## src/hw/rtl/ecps_pkg.sv

```systemverilog
// ----------------------------------------------------------------------------
// Encoder position and speed package
// Shared widths, codes, item and configuration types, and the back-end
// state encoding.
// ----------------------------------------------------------------------------
package ecps_pkg;

  // Field and register widths.
  localparam int unsigned DATA_W    = 32;
  localparam int unsigned CPR_W     = 8;
  localparam int unsigned CFG_IDX_W = 2;

  // Configuration register indexes.
  localparam logic [CFG_IDX_W-1:0] CFG_CPR     = 2'd0;
  localparam logic [CFG_IDX_W-1:0] CFG_FWD     = 2'd1;
  localparam logic [CFG_IDX_W-1:0] CFG_TIMEOUT = 2'd2;

  // Configuration reset values.
  localparam logic [CPR_W-1:0]  CPR_RESET     = 8'd64;
  localparam logic              FWD_RESET     = 1'b1;
  localparam logic [DATA_W-1:0] TIMEOUT_RESET = 32'd300000;

  // Pulse kind codes on the input channel.
  localparam logic [1:0] KIND_CW  = 2'd0;
  localparam logic [1:0] KIND_CCW = 2'd1;

  // Microseconds per minute, the RPM scale factor.
  localparam int unsigned       RPM_SCALE_W = 26;
  localparam logic [RPM_SCALE_W-1:0] RPM_SCALE = 26'd60000000;

  // Shared divider: 32 bit magnitude times the scale, over an 8 x 32 product.
  localparam int unsigned DIV_NUM_W = DATA_W + RPM_SCALE_W - 1;
  localparam int unsigned DIV_DEN_W = DATA_W + CPR_W;
  localparam int unsigned DIV_CNT_W = $clog2(DIV_NUM_W + 1);

  // Queue between the front and back ends.
  localparam int unsigned QUEUE_DEPTH = 2;
  localparam int unsigned QUEUE_PTR_W = $clog2(QUEUE_DEPTH);
  localparam int unsigned QUEUE_CNT_W = $clog2(QUEUE_DEPTH + 1);

  // Saturation limits.
  localparam logic [DATA_W-1:0] SPEED_MAX = 32'h7fff_ffff;
  localparam logic [DATA_W-1:0] SPEED_MIN = 32'h8000_0000;

  typedef enum logic [1:0] {
    OP_PULSE   = 2'd0,
    OP_QUERY   = 2'd1,
    OP_CLEAR   = 2'd2,
    OP_RESTART = 2'd3
  } op_t;

  typedef enum logic [1:0] {
    STEP_NONE = 2'd0,
    STEP_UP   = 2'd1,
    STEP_DOWN = 2'd2
  } step_t;

  typedef struct packed {
    op_t               op;
    step_t             step;
    logic [DATA_W-1:0] now;
  } item_t;

  typedef struct packed {
    logic [CPR_W-1:0]  cpr;
    logic              fwd;
    logic [DATA_W-1:0] timeout;
  } cfg_t;

  typedef enum logic [2:0] {
    ST_IDLE  = 3'd0,
    ST_MUL   = 3'd1,
    ST_CDIV  = 3'd2,
    ST_CWAIT = 3'd3,
    ST_PDIV  = 3'd4,
    ST_PWAIT = 3'd5,
    ST_DONE  = 3'd6
  } back_state_t;

endpackage

```

## src/hw/rtl/encoder_position_and_speed_core.sv

```systemverilog
// ----------------------------------------------------------------------------
// Encoder position and speed core
// Pulse, clear and restart items pass the front stage, queue and output
// registers; a new one is taken every cycle while the back end is idle and
// the output is free. A query makes up to two passes through the shared
// bit-serial divider; the input stalls once the front stage and queue fill.
// Synchronous reset clears all state and loads the register reset values.
// ----------------------------------------------------------------------------
module encoder_position_and_speed_core import ecps_pkg::*; (
  input  logic                     clk,
  input  logic                     rst_n,
  input  logic                     cfg_we,
  input  logic [CFG_IDX_W-1:0]     cfg_index,
  input  logic [DATA_W-1:0]        cfg_wdata,
  input  logic                     in_valid,
  output logic                     in_ready,
  input  logic [1:0]               in_opcode,
  input  logic [1:0]               in_pulse_kind,
  input  logic [DATA_W-1:0]        in_now_us,
  output logic                     out_valid,
  input  logic                     out_ready,
  output logic signed [DATA_W-1:0] out_position_count,
  output logic                     out_last_direction,
  output logic signed [DATA_W-1:0] out_count_speed_rpm,
  output logic signed [DATA_W-1:0] out_period_speed_rpm
);

  cfg_t                 cfg_r, cfg_nxt;
  logic                 push;
  item_t                push_item;
  logic                 q_full;
  logic                 q_valid;
  item_t                q_item;
  logic                 q_pop;
  logic                 div_start;
  logic [DIV_NUM_W-1:0] div_num;
  logic [DIV_DEN_W-1:0] div_den;
  logic                 div_done;
  logic [DIV_NUM_W-1:0] div_quot;

  // Configuration register writes.
  always_comb begin
    cfg_nxt = cfg_r;
    if (cfg_we) begin
      case (cfg_index)
        CFG_CPR:     cfg_nxt.cpr     = cfg_wdata[CPR_W-1:0];
        CFG_FWD:     cfg_nxt.fwd     = cfg_wdata[0];
        CFG_TIMEOUT: cfg_nxt.timeout = cfg_wdata;
        default: ;
      endcase
    end
  end

  always_ff @(posedge clk) begin
    if (!rst_n) begin
      cfg_r.cpr     <= CPR_RESET;
      cfg_r.fwd     <= FWD_RESET;
      cfg_r.timeout <= TIMEOUT_RESET;
    end else begin
      cfg_r <= cfg_nxt;
    end
  end

  ecps_front u_front (
    .clk           (clk),
    .rst_n         (rst_n),
    .in_valid      (in_valid),
    .in_ready      (in_ready),
    .in_opcode     (in_opcode),
    .in_pulse_kind (in_pulse_kind),
    .in_now_us     (in_now_us),
    .push          (push),
    .push_item     (push_item),
    .q_full        (q_full)
  );

  ecps_queue u_queue (
    .clk       (clk),
    .rst_n     (rst_n),
    .push      (push),
    .push_item (push_item),
    .q_full    (q_full),
    .q_valid   (q_valid),
    .q_item    (q_item),
    .q_pop     (q_pop)
  );

  ecps_div u_div (
    .clk       (clk),
    .rst_n     (rst_n),
    .div_start (div_start),
    .div_num   (div_num),
    .div_den   (div_den),
    .div_done  (div_done),
    .div_quot  (div_quot)
  );

  ecps_back u_back (
    .clk                  (clk),
    .rst_n                (rst_n),
    .cfg                  (cfg_r),
    .q_valid              (q_valid),
    .q_item               (q_item),
    .q_pop                (q_pop),
    .div_start            (div_start),
    .div_num              (div_num),
    .div_den              (div_den),
    .div_done             (div_done),
    .div_quot             (div_quot),
    .out_valid            (out_valid),
    .out_ready            (out_ready),
    .out_position_count   (out_position_count),
    .out_last_direction   (out_last_direction),
    .out_count_speed_rpm  (out_count_speed_rpm),
    .out_period_speed_rpm (out_period_speed_rpm)
  );

endmodule

```

## src/hw/rtl/ecps_front.sv

```systemverilog
// ----------------------------------------------------------------------------
// Encoder front end
// Accepts input items, decodes opcode and pulse kind into an item record,
// and pushes the record into the work queue.
// ----------------------------------------------------------------------------
module ecps_front import ecps_pkg::*; (
  input  logic              clk,
  input  logic              rst_n,
  input  logic              in_valid,
  output logic              in_ready,
  input  logic [1:0]        in_opcode,
  input  logic [1:0]        in_pulse_kind,
  input  logic [DATA_W-1:0] in_now_us,
  output logic              push,
  output item_t             push_item,
  input  logic              q_full
);

  logic  stage_valid_r, stage_valid_nxt;
  item_t stage_item_r, stage_item_nxt;
  step_t step_dec;

  // Decode the pulse kind; both flags and the unused code do not move the count.
  always_comb begin
    case (in_pulse_kind)
      KIND_CW:  step_dec = STEP_DOWN;
      KIND_CCW: step_dec = STEP_UP;
      default:  step_dec = STEP_NONE;
    endcase
  end

  // The stage drains into the queue whenever the queue has room.
  assign push      = stage_valid_r && !q_full;
  assign push_item = stage_item_r;
  assign in_ready  = !stage_valid_r || push;

  always_comb begin
    stage_valid_nxt = stage_valid_r && !push;
    stage_item_nxt  = stage_item_r;
    if (in_valid && in_ready) begin
      stage_valid_nxt     = 1'b1;
      stage_item_nxt.op   = op_t'(in_opcode);
      stage_item_nxt.step = step_dec;
      stage_item_nxt.now  = in_now_us;
    end
  end

  always_ff @(posedge clk) begin
    if (!rst_n) begin
      stage_valid_r <= 1'b0;
    end else begin
      stage_valid_r <= stage_valid_nxt;
    end
  end

  always_ff @(posedge clk) begin
    stage_item_r <= stage_item_nxt;
  end

endmodule

```

## src/hw/rtl/ecps_queue.sv

```systemverilog
// ----------------------------------------------------------------------------
// Encoder work queue
// Short first-in first-out buffer of decoded items between the front and
// back ends.
// ----------------------------------------------------------------------------
module ecps_queue import ecps_pkg::*; (
  input  logic  clk,
  input  logic  rst_n,
  input  logic  push,
  input  item_t push_item,
  output logic  q_full,
  output logic  q_valid,
  output item_t q_item,
  input  logic  q_pop
);

  item_t                  mem_r [QUEUE_DEPTH];
  logic [QUEUE_PTR_W-1:0] wr_ptr_r, wr_ptr_nxt;
  logic [QUEUE_PTR_W-1:0] rd_ptr_r, rd_ptr_nxt;
  logic [QUEUE_CNT_W-1:0] cnt_r, cnt_nxt;

  assign q_full  = (cnt_r == QUEUE_CNT_W'(QUEUE_DEPTH));
  assign q_valid = (cnt_r != '0);
  assign q_item  = mem_r[rd_ptr_r];

  // Pointer and fill count update.
  always_comb begin
    wr_ptr_nxt = push ? wr_ptr_r + 1'b1 : wr_ptr_r;
    rd_ptr_nxt = q_pop ? rd_ptr_r + 1'b1 : rd_ptr_r;
    cnt_nxt    = cnt_r;
    if (push && !q_pop) begin
      cnt_nxt = cnt_r + 1'b1;
    end else if (!push && q_pop) begin
      cnt_nxt = cnt_r - 1'b1;
    end
  end

  always_ff @(posedge clk) begin
    if (!rst_n) begin
      wr_ptr_r <= '0;
      rd_ptr_r <= '0;
      cnt_r    <= '0;
    end else begin
      wr_ptr_r <= wr_ptr_nxt;
      rd_ptr_r <= rd_ptr_nxt;
      cnt_r    <= cnt_nxt;
    end
  end

  // Entry storage.
  always_ff @(posedge clk) begin
    if (push) begin
      mem_r[wr_ptr_r] <= push_item;
    end
  end

endmodule

```

## src/hw/rtl/ecps_div.sv

```systemverilog
// ----------------------------------------------------------------------------
// Encoder speed divider
// Restoring unsigned divider, one quotient bit per cycle, shared by both
// speed computations.
// ----------------------------------------------------------------------------
module ecps_div import ecps_pkg::*; (
  input  logic                 clk,
  input  logic                 rst_n,
  input  logic                 div_start,
  input  logic [DIV_NUM_W-1:0] div_num,
  input  logic [DIV_DEN_W-1:0] div_den,
  output logic                 div_done,
  output logic [DIV_NUM_W-1:0] div_quot
);

  logic [DIV_NUM_W-1:0] num_r, num_nxt;
  logic [DIV_DEN_W-1:0] den_r, den_nxt;
  logic [DIV_DEN_W-1:0] rem_r, rem_nxt;
  logic [DIV_CNT_W-1:0] cnt_r, cnt_nxt;
  logic                 done_r, done_nxt;
  logic [DIV_DEN_W:0]   rem_sh;
  logic [DIV_DEN_W:0]   rem_sub;

  // One trial subtraction per cycle; quotient bits shift in where the
  // dividend bits shift out. The top bit of the difference is the borrow.
  always_comb begin
    rem_sh   = {rem_r, num_r[DIV_NUM_W-1]};
    rem_sub  = rem_sh - {1'b0, den_r};
    num_nxt  = num_r;
    den_nxt  = den_r;
    rem_nxt  = rem_r;
    cnt_nxt  = cnt_r;
    done_nxt = 1'b0;
    if (div_start) begin
      num_nxt = div_num;
      den_nxt = div_den;
      rem_nxt = '0;
      cnt_nxt = DIV_CNT_W'(DIV_NUM_W);
    end else if (cnt_r != '0) begin
      if (!rem_sub[DIV_DEN_W]) begin
        rem_nxt = rem_sub[DIV_DEN_W-1:0];
        num_nxt = {num_r[DIV_NUM_W-2:0], 1'b1};
      end else begin
        rem_nxt = rem_sh[DIV_DEN_W-1:0];
        num_nxt = {num_r[DIV_NUM_W-2:0], 1'b0};
      end
      cnt_nxt  = cnt_r - 1'b1;
      done_nxt = (cnt_r == DIV_CNT_W'(1));
    end
  end

  always_ff @(posedge clk) begin
    if (!rst_n) begin
      cnt_r  <= '0;
      done_r <= 1'b0;
    end else begin
      cnt_r  <= cnt_nxt;
      done_r <= done_nxt;
    end
  end

  always_ff @(posedge clk) begin
    num_r <= num_nxt;
    den_r <= den_nxt;
    rem_r <= rem_nxt;
  end

  assign div_done = done_r;
  assign div_quot = num_r;

endmodule

```

## src/hw/rtl/ecps_back.sv

```systemverilog
// ----------------------------------------------------------------------------
// Encoder back end
// Holds the position and rotation state, carries out each queued item and
// sequences the two speed divisions of a query into the output register.
// ----------------------------------------------------------------------------
module ecps_back import ecps_pkg::*; (
  input  logic                     clk,
  input  logic                     rst_n,
  input  cfg_t                     cfg,
  input  logic                     q_valid,
  input  item_t                    q_item,
  output logic                     q_pop,
  output logic                     div_start,
  output logic [DIV_NUM_W-1:0]     div_num,
  output logic [DIV_DEN_W-1:0]     div_den,
  input  logic                     div_done,
  input  logic [DIV_NUM_W-1:0]     div_quot,
  output logic                     out_valid,
  input  logic                     out_ready,
  output logic signed [DATA_W-1:0] out_position_count,
  output logic                     out_last_direction,
  output logic signed [DATA_W-1:0] out_count_speed_rpm,
  output logic signed [DATA_W-1:0] out_period_speed_rpm
);

  back_state_t state_r, state_nxt;

  // Encoder state.
  logic [DATA_W-1:0] pos_r, pos_nxt;
  logic              dir_r, dir_nxt;
  logic [DATA_W-1:0] start_r, start_nxt;
  logic [DATA_W-1:0] period_r, period_nxt;
  logic [CPR_W-1:0]  pir_r, pir_nxt;
  logic [DATA_W-1:0] caq_r, caq_nxt;
  logic [DATA_W-1:0] taq_r, taq_nxt;

  // Query working registers.
  logic [DATA_W-1:0]    mag_r, mag_nxt;
  logic [DATA_W-1:0]    dt_r, dt_nxt;
  logic                 cs_run_r, cs_run_nxt;
  logic                 cs_neg_r, cs_neg_nxt;
  logic                 ps_run_r, ps_run_nxt;
  logic                 ps_neg_r, ps_neg_nxt;
  logic [DIV_NUM_W-1:0] prod_r, prod_nxt;
  logic [DIV_DEN_W-1:0] den_r, den_nxt;
  logic [DATA_W-1:0]    cs_r, cs_nxt;
  logic [DATA_W-1:0]    ps_r, ps_nxt;

  // Output register.
  logic              out_valid_r, out_valid_nxt;
  logic [DATA_W-1:0] out_pos_r, out_pos_nxt;
  logic              out_dir_r, out_dir_nxt;
  logic [DATA_W-1:0] out_cs_r, out_cs_nxt;
  logic [DATA_W-1:0] out_ps_r, out_ps_nxt;

  logic                 out_free;
  logic                 load_out;
  logic [CPR_W-1:0]     pir_inc;
  logic [DATA_W-1:0]    cnt_diff;
  logic [DATA_W-1:0]    since_start;
  logic [DIV_NUM_W-1:0] mul_full;
  logic [DIV_DEN_W-1:0] den_full;

  // Signed saturation of a quotient magnitude.
  function automatic logic [DATA_W-1:0] sat_speed(input logic [DIV_NUM_W-1:0] q,
                                                  input logic neg);
    logic big;
    big = |q[DIV_NUM_W-1:DATA_W-1];
    if (neg) begin
      sat_speed = big ? SPEED_MIN : (DATA_W'(0) - q[DATA_W-1:0]);
    end else begin
      sat_speed = big ? SPEED_MAX : q[DATA_W-1:0];
    end
  endfunction

  assign out_free    = !out_valid_r || out_ready;
  assign pir_inc     = pir_r + 1'b1;
  assign cnt_diff    = pos_r - caq_r;
  assign since_start = q_item.now - start_r;
  // The magnitude is at most 2^31, so the product fits the dividend width.
  assign mul_full    = DIV_NUM_W'(mag_r) * DIV_NUM_W'(RPM_SCALE);
  assign den_full    = DIV_DEN_W'(cfg.cpr) * DIV_DEN_W'(dt_r);

  // Item execution and query sequencing.
  always_comb begin
    state_nxt     = state_r;
    pos_nxt       = pos_r;
    dir_nxt       = dir_r;
    start_nxt     = start_r;
    period_nxt    = period_r;
    pir_nxt       = pir_r;
    caq_nxt       = caq_r;
    taq_nxt       = taq_r;
    mag_nxt       = mag_r;
    dt_nxt        = dt_r;
    cs_run_nxt    = cs_run_r;
    cs_neg_nxt    = cs_neg_r;
    ps_run_nxt    = ps_run_r;
    ps_neg_nxt    = ps_neg_r;
    prod_nxt      = prod_r;
    den_nxt       = den_r;
    cs_nxt        = cs_r;
    ps_nxt        = ps_r;
    out_valid_nxt = out_valid_r && !out_ready;
    out_pos_nxt   = out_pos_r;
    out_dir_nxt   = out_dir_r;
    out_cs_nxt    = out_cs_r;
    out_ps_nxt    = out_ps_r;
    load_out      = 1'b0;
    q_pop         = 1'b0;
    div_start     = 1'b0;
    div_num       = prod_r;
    div_den       = den_r;

    case (state_r)
      ST_IDLE: begin
        if (q_valid && out_free) begin
          q_pop  = 1'b1;
          cs_nxt = '0;
          ps_nxt = '0;
          case (q_item.op)
            OP_PULSE: begin
              case (q_item.step)
                STEP_UP: begin
                  pos_nxt = pos_r + 1'b1;
                  dir_nxt = 1'b1;
                end
                STEP_DOWN: begin
                  pos_nxt = pos_r - 1'b1;
                  dir_nxt = 1'b0;
                end
                default: ;
              endcase
              // A full rotation latches the period and restarts timing.
              if (pir_inc == cfg.cpr) begin
                period_nxt = q_item.now - start_r;
                start_nxt  = q_item.now;
                pir_nxt    = '0;
              end else begin
                pir_nxt = pir_inc;
              end
              load_out = 1'b1;
            end
            OP_QUERY: begin
              // Count speed operands.
              if (cnt_diff == '0) begin
                taq_nxt    = q_item.now;
                cs_run_nxt = 1'b0;
              end else begin
                caq_nxt    = pos_r;
                dt_nxt     = q_item.now - taq_r;
                taq_nxt    = q_item.now;
                mag_nxt    = cnt_diff[DATA_W-1] ? (DATA_W'(0) - cnt_diff) : cnt_diff;
                cs_neg_nxt = cnt_diff[DATA_W-1] ^ !cfg.fwd;
                cs_run_nxt = 1'b1;
              end
              // Period speed operands, with the timeout restart.
              ps_neg_nxt = (dir_r != cfg.fwd);
              if (period_r == '0) begin
                ps_run_nxt = 1'b0;
              end else if (since_start > cfg.timeout) begin
                start_nxt  = q_item.now;
                period_nxt = '0;
                ps_run_nxt = 1'b0;
              end else begin
                ps_run_nxt = 1'b1;
              end
              state_nxt = ST_MUL;
            end
            OP_CLEAR: begin
              pos_nxt    = '0;
              dir_nxt    = 1'b1;
              start_nxt  = '0;
              period_nxt = '0;
              caq_nxt    = '0;
              taq_nxt    = '0;
              load_out   = 1'b1;
            end
            OP_RESTART: begin
              start_nxt  = q_item.now;
              period_nxt = '0;
              load_out   = 1'b1;
            end
            default: ;
          endcase
        end
      end
      ST_MUL: begin
        prod_nxt  = mul_full;
        den_nxt   = den_full;
        state_nxt = ST_CDIV;
      end
      ST_CDIV: begin
        if (!cs_run_r) begin
          cs_nxt    = '0;
          state_nxt = ST_PDIV;
        end else if (den_r == '0) begin
          cs_nxt    = cs_neg_r ? SPEED_MIN : SPEED_MAX;
          state_nxt = ST_PDIV;
        end else begin
          div_start = 1'b1;
          state_nxt = ST_CWAIT;
        end
      end
      ST_CWAIT: begin
        if (div_done) begin
          cs_nxt    = sat_speed(div_quot, cs_neg_r);
          state_nxt = ST_PDIV;
        end
      end
      ST_PDIV: begin
        div_num = DIV_NUM_W'(RPM_SCALE);
        div_den = DIV_DEN_W'(period_r);
        if (ps_run_r) begin
          div_start = 1'b1;
          state_nxt = ST_PWAIT;
        end else begin
          ps_nxt    = '0;
          state_nxt = ST_DONE;
        end
      end
      ST_PWAIT: begin
        if (div_done) begin
          ps_nxt    = sat_speed(div_quot, ps_neg_r);
          state_nxt = ST_DONE;
        end
      end
      ST_DONE: begin
        if (out_free) begin
          load_out  = 1'b1;
          state_nxt = ST_IDLE;
        end
      end
      default: begin
        state_nxt = ST_IDLE;
      end
    endcase

    // Result transfer into the output register.
    if (load_out) begin
      out_valid_nxt = 1'b1;
      out_pos_nxt   = pos_nxt;
      out_dir_nxt   = dir_nxt;
      out_cs_nxt    = cs_nxt;
      out_ps_nxt    = ps_nxt;
    end
  end

  always_ff @(posedge clk) begin
    if (!rst_n) begin
      state_r     <= ST_IDLE;
      out_valid_r <= 1'b0;
      pos_r       <= '0;
      dir_r       <= 1'b1;
      start_r     <= '0;
      period_r    <= '0;
      pir_r       <= '0;
      caq_r       <= '0;
      taq_r       <= '0;
    end else begin
      state_r     <= state_nxt;
      out_valid_r <= out_valid_nxt;
      pos_r       <= pos_nxt;
      dir_r       <= dir_nxt;
      start_r     <= start_nxt;
      period_r    <= period_nxt;
      pir_r       <= pir_nxt;
      caq_r       <= caq_nxt;
      taq_r       <= taq_nxt;
    end
  end

  always_ff @(posedge clk) begin
    mag_r     <= mag_nxt;
    dt_r      <= dt_nxt;
    cs_run_r  <= cs_run_nxt;
    cs_neg_r  <= cs_neg_nxt;
    ps_run_r  <= ps_run_nxt;
    ps_neg_r  <= ps_neg_nxt;
    prod_r    <= prod_nxt;
    den_r     <= den_nxt;
    cs_r      <= cs_nxt;
    ps_r      <= ps_nxt;
    out_pos_r <= out_pos_nxt;
    out_dir_r <= out_dir_nxt;
    out_cs_r  <= out_cs_nxt;
    out_ps_r  <= out_ps_nxt;
  end

  assign out_valid            = out_valid_r;
  assign out_position_count   = $signed(out_pos_r);
  assign out_last_direction   = out_dir_r;
  assign out_count_speed_rpm  = $signed(out_cs_r);
  assign out_period_speed_rpm = $signed(out_ps_r);

endmodule

```

## config.mk

```make
export PLATFORM = sky130hd
export DESIGN_NAME = encoder_position_and_speed_core
export DESIGN_NICKNAME = d
export VERILOG_FILES = /design/src/hw/rtl/ecps_pkg.sv /design/src/hw/rtl/encoder_position_and_speed_core.sv /design/src/hw/rtl/ecps_front.sv /design/src/hw/rtl/ecps_queue.sv /design/src/hw/rtl/ecps_div.sv /design/src/hw/rtl/ecps_back.sv
export SDC_FILE = /design/constraint.sdc
export NUM_CORES = 2
export LEC_CHECK = 0
export ABC_AREA = 1
export ABC_CLOCK_PERIOD_IN_PS = 21600
export BUFFER_PORTS_ARGS = -buffer_cell sky130_fd_sc_hd__buf_2
export CORE_UTILIZATION = 51
export CTS_BUF_LIST = sky130_fd_sc_hd__clkbuf_2
export DETAILED_ROUTE_END_ITERATION = 10
export GPL_TIMING_DRIVEN = 0
export PLACE_DENSITY = 0.69
export SKIP_CTS_REPAIR_TIMING = 1
export SYNTH_ARGS = -nofsm -noshare
export SYNTH_HDL_FRONTEND = slang
export SYNTH_SLANG_ARGS = --single-unit
```

## constraint.sdc

```tcl
create_clock -name clk -period 21.6 [get_ports clk]
set_clock_uncertainty 0.05 [all_clocks]
set_input_delay 2.16 -clock clk [delete_from_list [all_inputs] [get_ports clk]]
set_output_delay 2.16 -clock clk [all_outputs]
set_load 0.02 [all_outputs]
```

==> results <==
- The arrival time of the worst setup path is 8320 ps.
- The maximum clock insertion buffer count is 3.
- The die height is 349 um.
- The first-pass GRT wire length is 266000 um.
- Of the synthesized area, sequential elements account for between 30% and 40%.
- During placement, the flow inserted port buffers numbering around 170.
- Relative to the synthesized area, the layout overhead comes to 8.36%.
- The final HPWL from detailed placement is between 100000 and 150000 um.
- The net count of the finished layout is roughly 9000.
- The pre-antenna-repair detailed-routing pass consisted of 6 iterations.
- The most used flip-flop cell after synthesis is sky130_fd_sc_hd__edfxtp_1.
- The number of filler cells placed in the layout is 11100.
- The number of instances in the synthesized netlist is slightly below 8000.
- The count of nets left with antenna violations once routing finished came out at 0.
- The achievable clock frequency is 146 MHz.
- For this design the top-level I/O count stands at about 170.
- The number of global-route vias before repair was just over 50000.
- The min-delay analysis places its worst path in the category flip-flop to flip-flop.
- The total length of routed wires is ~170000 um.
- Cells with a size suffix above 1 make up under 10% of the layout.
- Adding up every negative setup slack in the final design gives 0 ps.
- Entering global routing, the biggest net connects 43 pins.
- The floorplan die area is ~120000 um2.
- The final critical-path required period is between 6000 and 7000 ps.
- The clock sink count is about 800.
- The later pin in the worst-skew pair is clocked with a latency of between 1500 and 2000 ps.
- The required arrival time at the worst endpoint is between 20000 and 25000 ps.
- The total global routing overflow is 0.
- The cell that appears most often on the critical path is sky130_fd_sc_hd__nand2_1.
- The proportion of synthesized flip-flops having asynchronous set or reset is 0%.
- Global routing consumed, over all layers together, roughly 28% of the routing resources.
- The post-synthesis net count is 8632.
- The max-slew violation count is 0.
- The worst setup path is of the flip-flop to flip-flop kind.
- The clock transition at the registers of the reported paths is 110 ps.
- The effective utilization at floorplan is 51.7%.
- Dividing the detail-routed wire length by the instance count gives about 17 um.
- After synthesis, the netlist uses 56 different library cells.
- The total number of vias is around 52000.
- The kind of capture point of the worst setup path is a flip-flop.
- Along the worst path, the maximum fanout reaches 10.
- Yosys printed 0 warnings.
- On the worst path, the slowest cell contributes a delay of about 640 ps.
- The count of endpoints failing hold in the final timing report is 0.
- The floorplan core area is 119000 um2.
- Dividing the final minimum period by the clock period gives a little under a third.
- The number of levels in the clock H-tree is 4.
- The critical-path cell with the highest stage delay is sky130_fd_sc_hd__clkbuf_1.
- The worst slew slack as a fraction of its limit is under 10%.
- After floorplanning, the core was divided into 126 placement rows.
- The run finished with clean final reports.
- The mean post-synth cell area is 7.98 um2.
- After synthesis the netlist holds a flip-flop and latch count of between 700 and 800.
- Setup repair after global routing left no endpoint under its margin.
- The residual DRC count is 0.
- The congestion estimate from routability-driven global placement came to roughly 0.99.
- The CTS tree is done.
- Setup violations remaining at the end of the flow were counted as 0.
- The width of the chip is 349 um.
- The max-cap violation count is 0.
- The root buffer cell chosen for the clock tree is sky130_fd_sc_hd__clkbuf_2.
- The number of clock buffers added by TritonCTS is 200.
- The DRC marker count from the first detailed-route iteration is about 3600.
- The number of flops mapped to enable cells by yosys is between 400 and 500.
- The transition at the pin with the smallest max-transition slack is approximately 1400 ps.
- The mapped netlist covers between 60000 and 70000 um2.
- The initial antenna violation count is 3.
- The sort of element at the start of the critical path is a flip-flop.
- Using the TritonRoute via totals, the vias-per-cell ratio works out to 5.30.
-- registers in the layout, summed over array words and instances (netlist names), 36 cells and up, named ones only --
register / flops
u_queue.mem_r: 72
u_div.div_quot: 57
u_back.prod_r: 49
cfg_r: 41
u_back.den_r: 40
u_div.den_r: 40
u_div.rem_r: 40
u_front.push_item: 36
-- cells by family after synthesis --
family / share of synthesized area [%]
compound gates: 12.3
xor+xnor: 3.27
fa+ha+maj: 22.3
buf+inv: 10.4
flops: 33.2
mux: 0.0326
simple gates: 18.5
-- placed cells by master (no fill, tap or decap), types with 194 or more instances in the layout --
cell type,instances
sky130_fd_sc_hd__ha_1,489
sky130_fd_sc_hd__fa_1,379
sky130_fd_sc_hd__nand2_1,1611
sky130_fd_sc_hd__o21ai_0,553
sky130_fd_sc_hd__inv_1,1407
sky130_fd_sc_hd__clkbuf_2,326
sky130_fd_sc_hd__dfxtp_1,331
sky130_fd_sc_hd__buf_2,194
sky130_fd_sc_hd__nor2_1,524
sky130_fd_sc_hd__a21oi_1,607
sky130_fd_sc_hd__nand3_1,313
sky130_fd_sc_hd__edfxtp_1,459
-- synthesized netlist by cell type, types with 64 or more instances --
master                     instances  area share (%)
sky130_fd_sc_hd__a21oi_1         607             4.9
sky130_fd_sc_hd__clkbuf_1        178             1.1
sky130_fd_sc_hd__dfxtp_1         331              11
sky130_fd_sc_hd__edfxtp_1        459              22
sky130_fd_sc_hd__fa_1            379              12
sky130_fd_sc_hd__ha_1            489              10
sky130_fd_sc_hd__inv_1          1408             8.6
sky130_fd_sc_hd__nand2_1        1612             9.9
sky130_fd_sc_hd__nand3_1         313             2.6
sky130_fd_sc_hd__nand4_1         100             1.0
sky130_fd_sc_hd__nor2_1          527             3.2
sky130_fd_sc_hd__o211ai_1         64            0.78
sky130_fd_sc_hd__o21ai_0         554             4.5
sky130_fd_sc_hd__xnor2_1          66            0.94
sky130_fd_sc_hd__xor2_1          163             2.3
-- final timing paths --
path                         start                    to  slack [ps]  depth (start not counted)
min reg2reg  u_front.push_item[27]  u_queue.mem_r[0][27]         400                          0
max reg2reg              flip-flop    u_back.start_r[27]       14730                         30
max                      flip-flop    u_back.start_r[27]       14730                         30
min          u_front.push_item[27]  u_queue.mem_r[0][27]         400                          0
-- worst max-delay path: cells and delay by family (launching register included) --
| kind | cells | cell delay (ps) |
|---|---|---|
| compound gates | 5 | 1170 |
| fa+ha+maj | 2 | 630 |
| buf+inv | 7 | 2220 |
| flops | 1 | 330 |
| simple gates | 16 | 2320 |
-- cell type report --
| cell class | count | area, um2 | share of cell area [%] |
|---|---|---|---|
| Timing Repair Buffer | 183 | 1070 | 1.60 |
| Multi-Input combinational cell | 5225 | 34600 | 52.1 |
| Clock inverter | 77 | 526 | 0.790 |
| Tap cell | 1600 | 2000 | 3.01 |
| Antenna cell | 5 | 12.5 | 0.0188 |
| Sequential cell | 790 | 20400 | 30.7 |
| Buffer | 248 | 1020 | 1.53 |
| Inverter | 1426 | 5350 | 8.05 |
| Clock buffer | 297 | 1490 | 2.23 |
-- per-stage QoR --
step | cell area, um2 | util, % | setup slack (ps) | instances | hold WS (ps)
2_1_floorplan | 61400 | - | 11530 | 7689 | 371
3_5_place_dp | 64500 | 54.3 | 14910 | 9472 | 380
5_1_grt | 66500 | 56.0 | 14350 | 9848 | 400
4_1_cts | 66500 | 56.0 | 14860 | 9846 | 380
3_3_place_gp | 64300 | 54.1 | 8170 | 9462 | 374
6_report | 66500 | 56.0 | 14730 | 9851 | 397
-- layer usage --
metal | routed length (um) | part of all wire (%) | GRT usage, % | vias up
met5 | 12 | 0.0071 | 0 | -
met4 | 4820 | 2.9 | 9.81 | 2
met3 | 11400 | 6.8 | 4.20 | 278
met2 | 77500 | 46 | 45.5 | 1691
met1 | 74500 | 44 | 37.0 | 24500
li1 | - | - | - | 25800
Power is left out: the tool's default activity adds up to more than one toggle a clock period on the data nets, which glitch-free logic cannot reach.
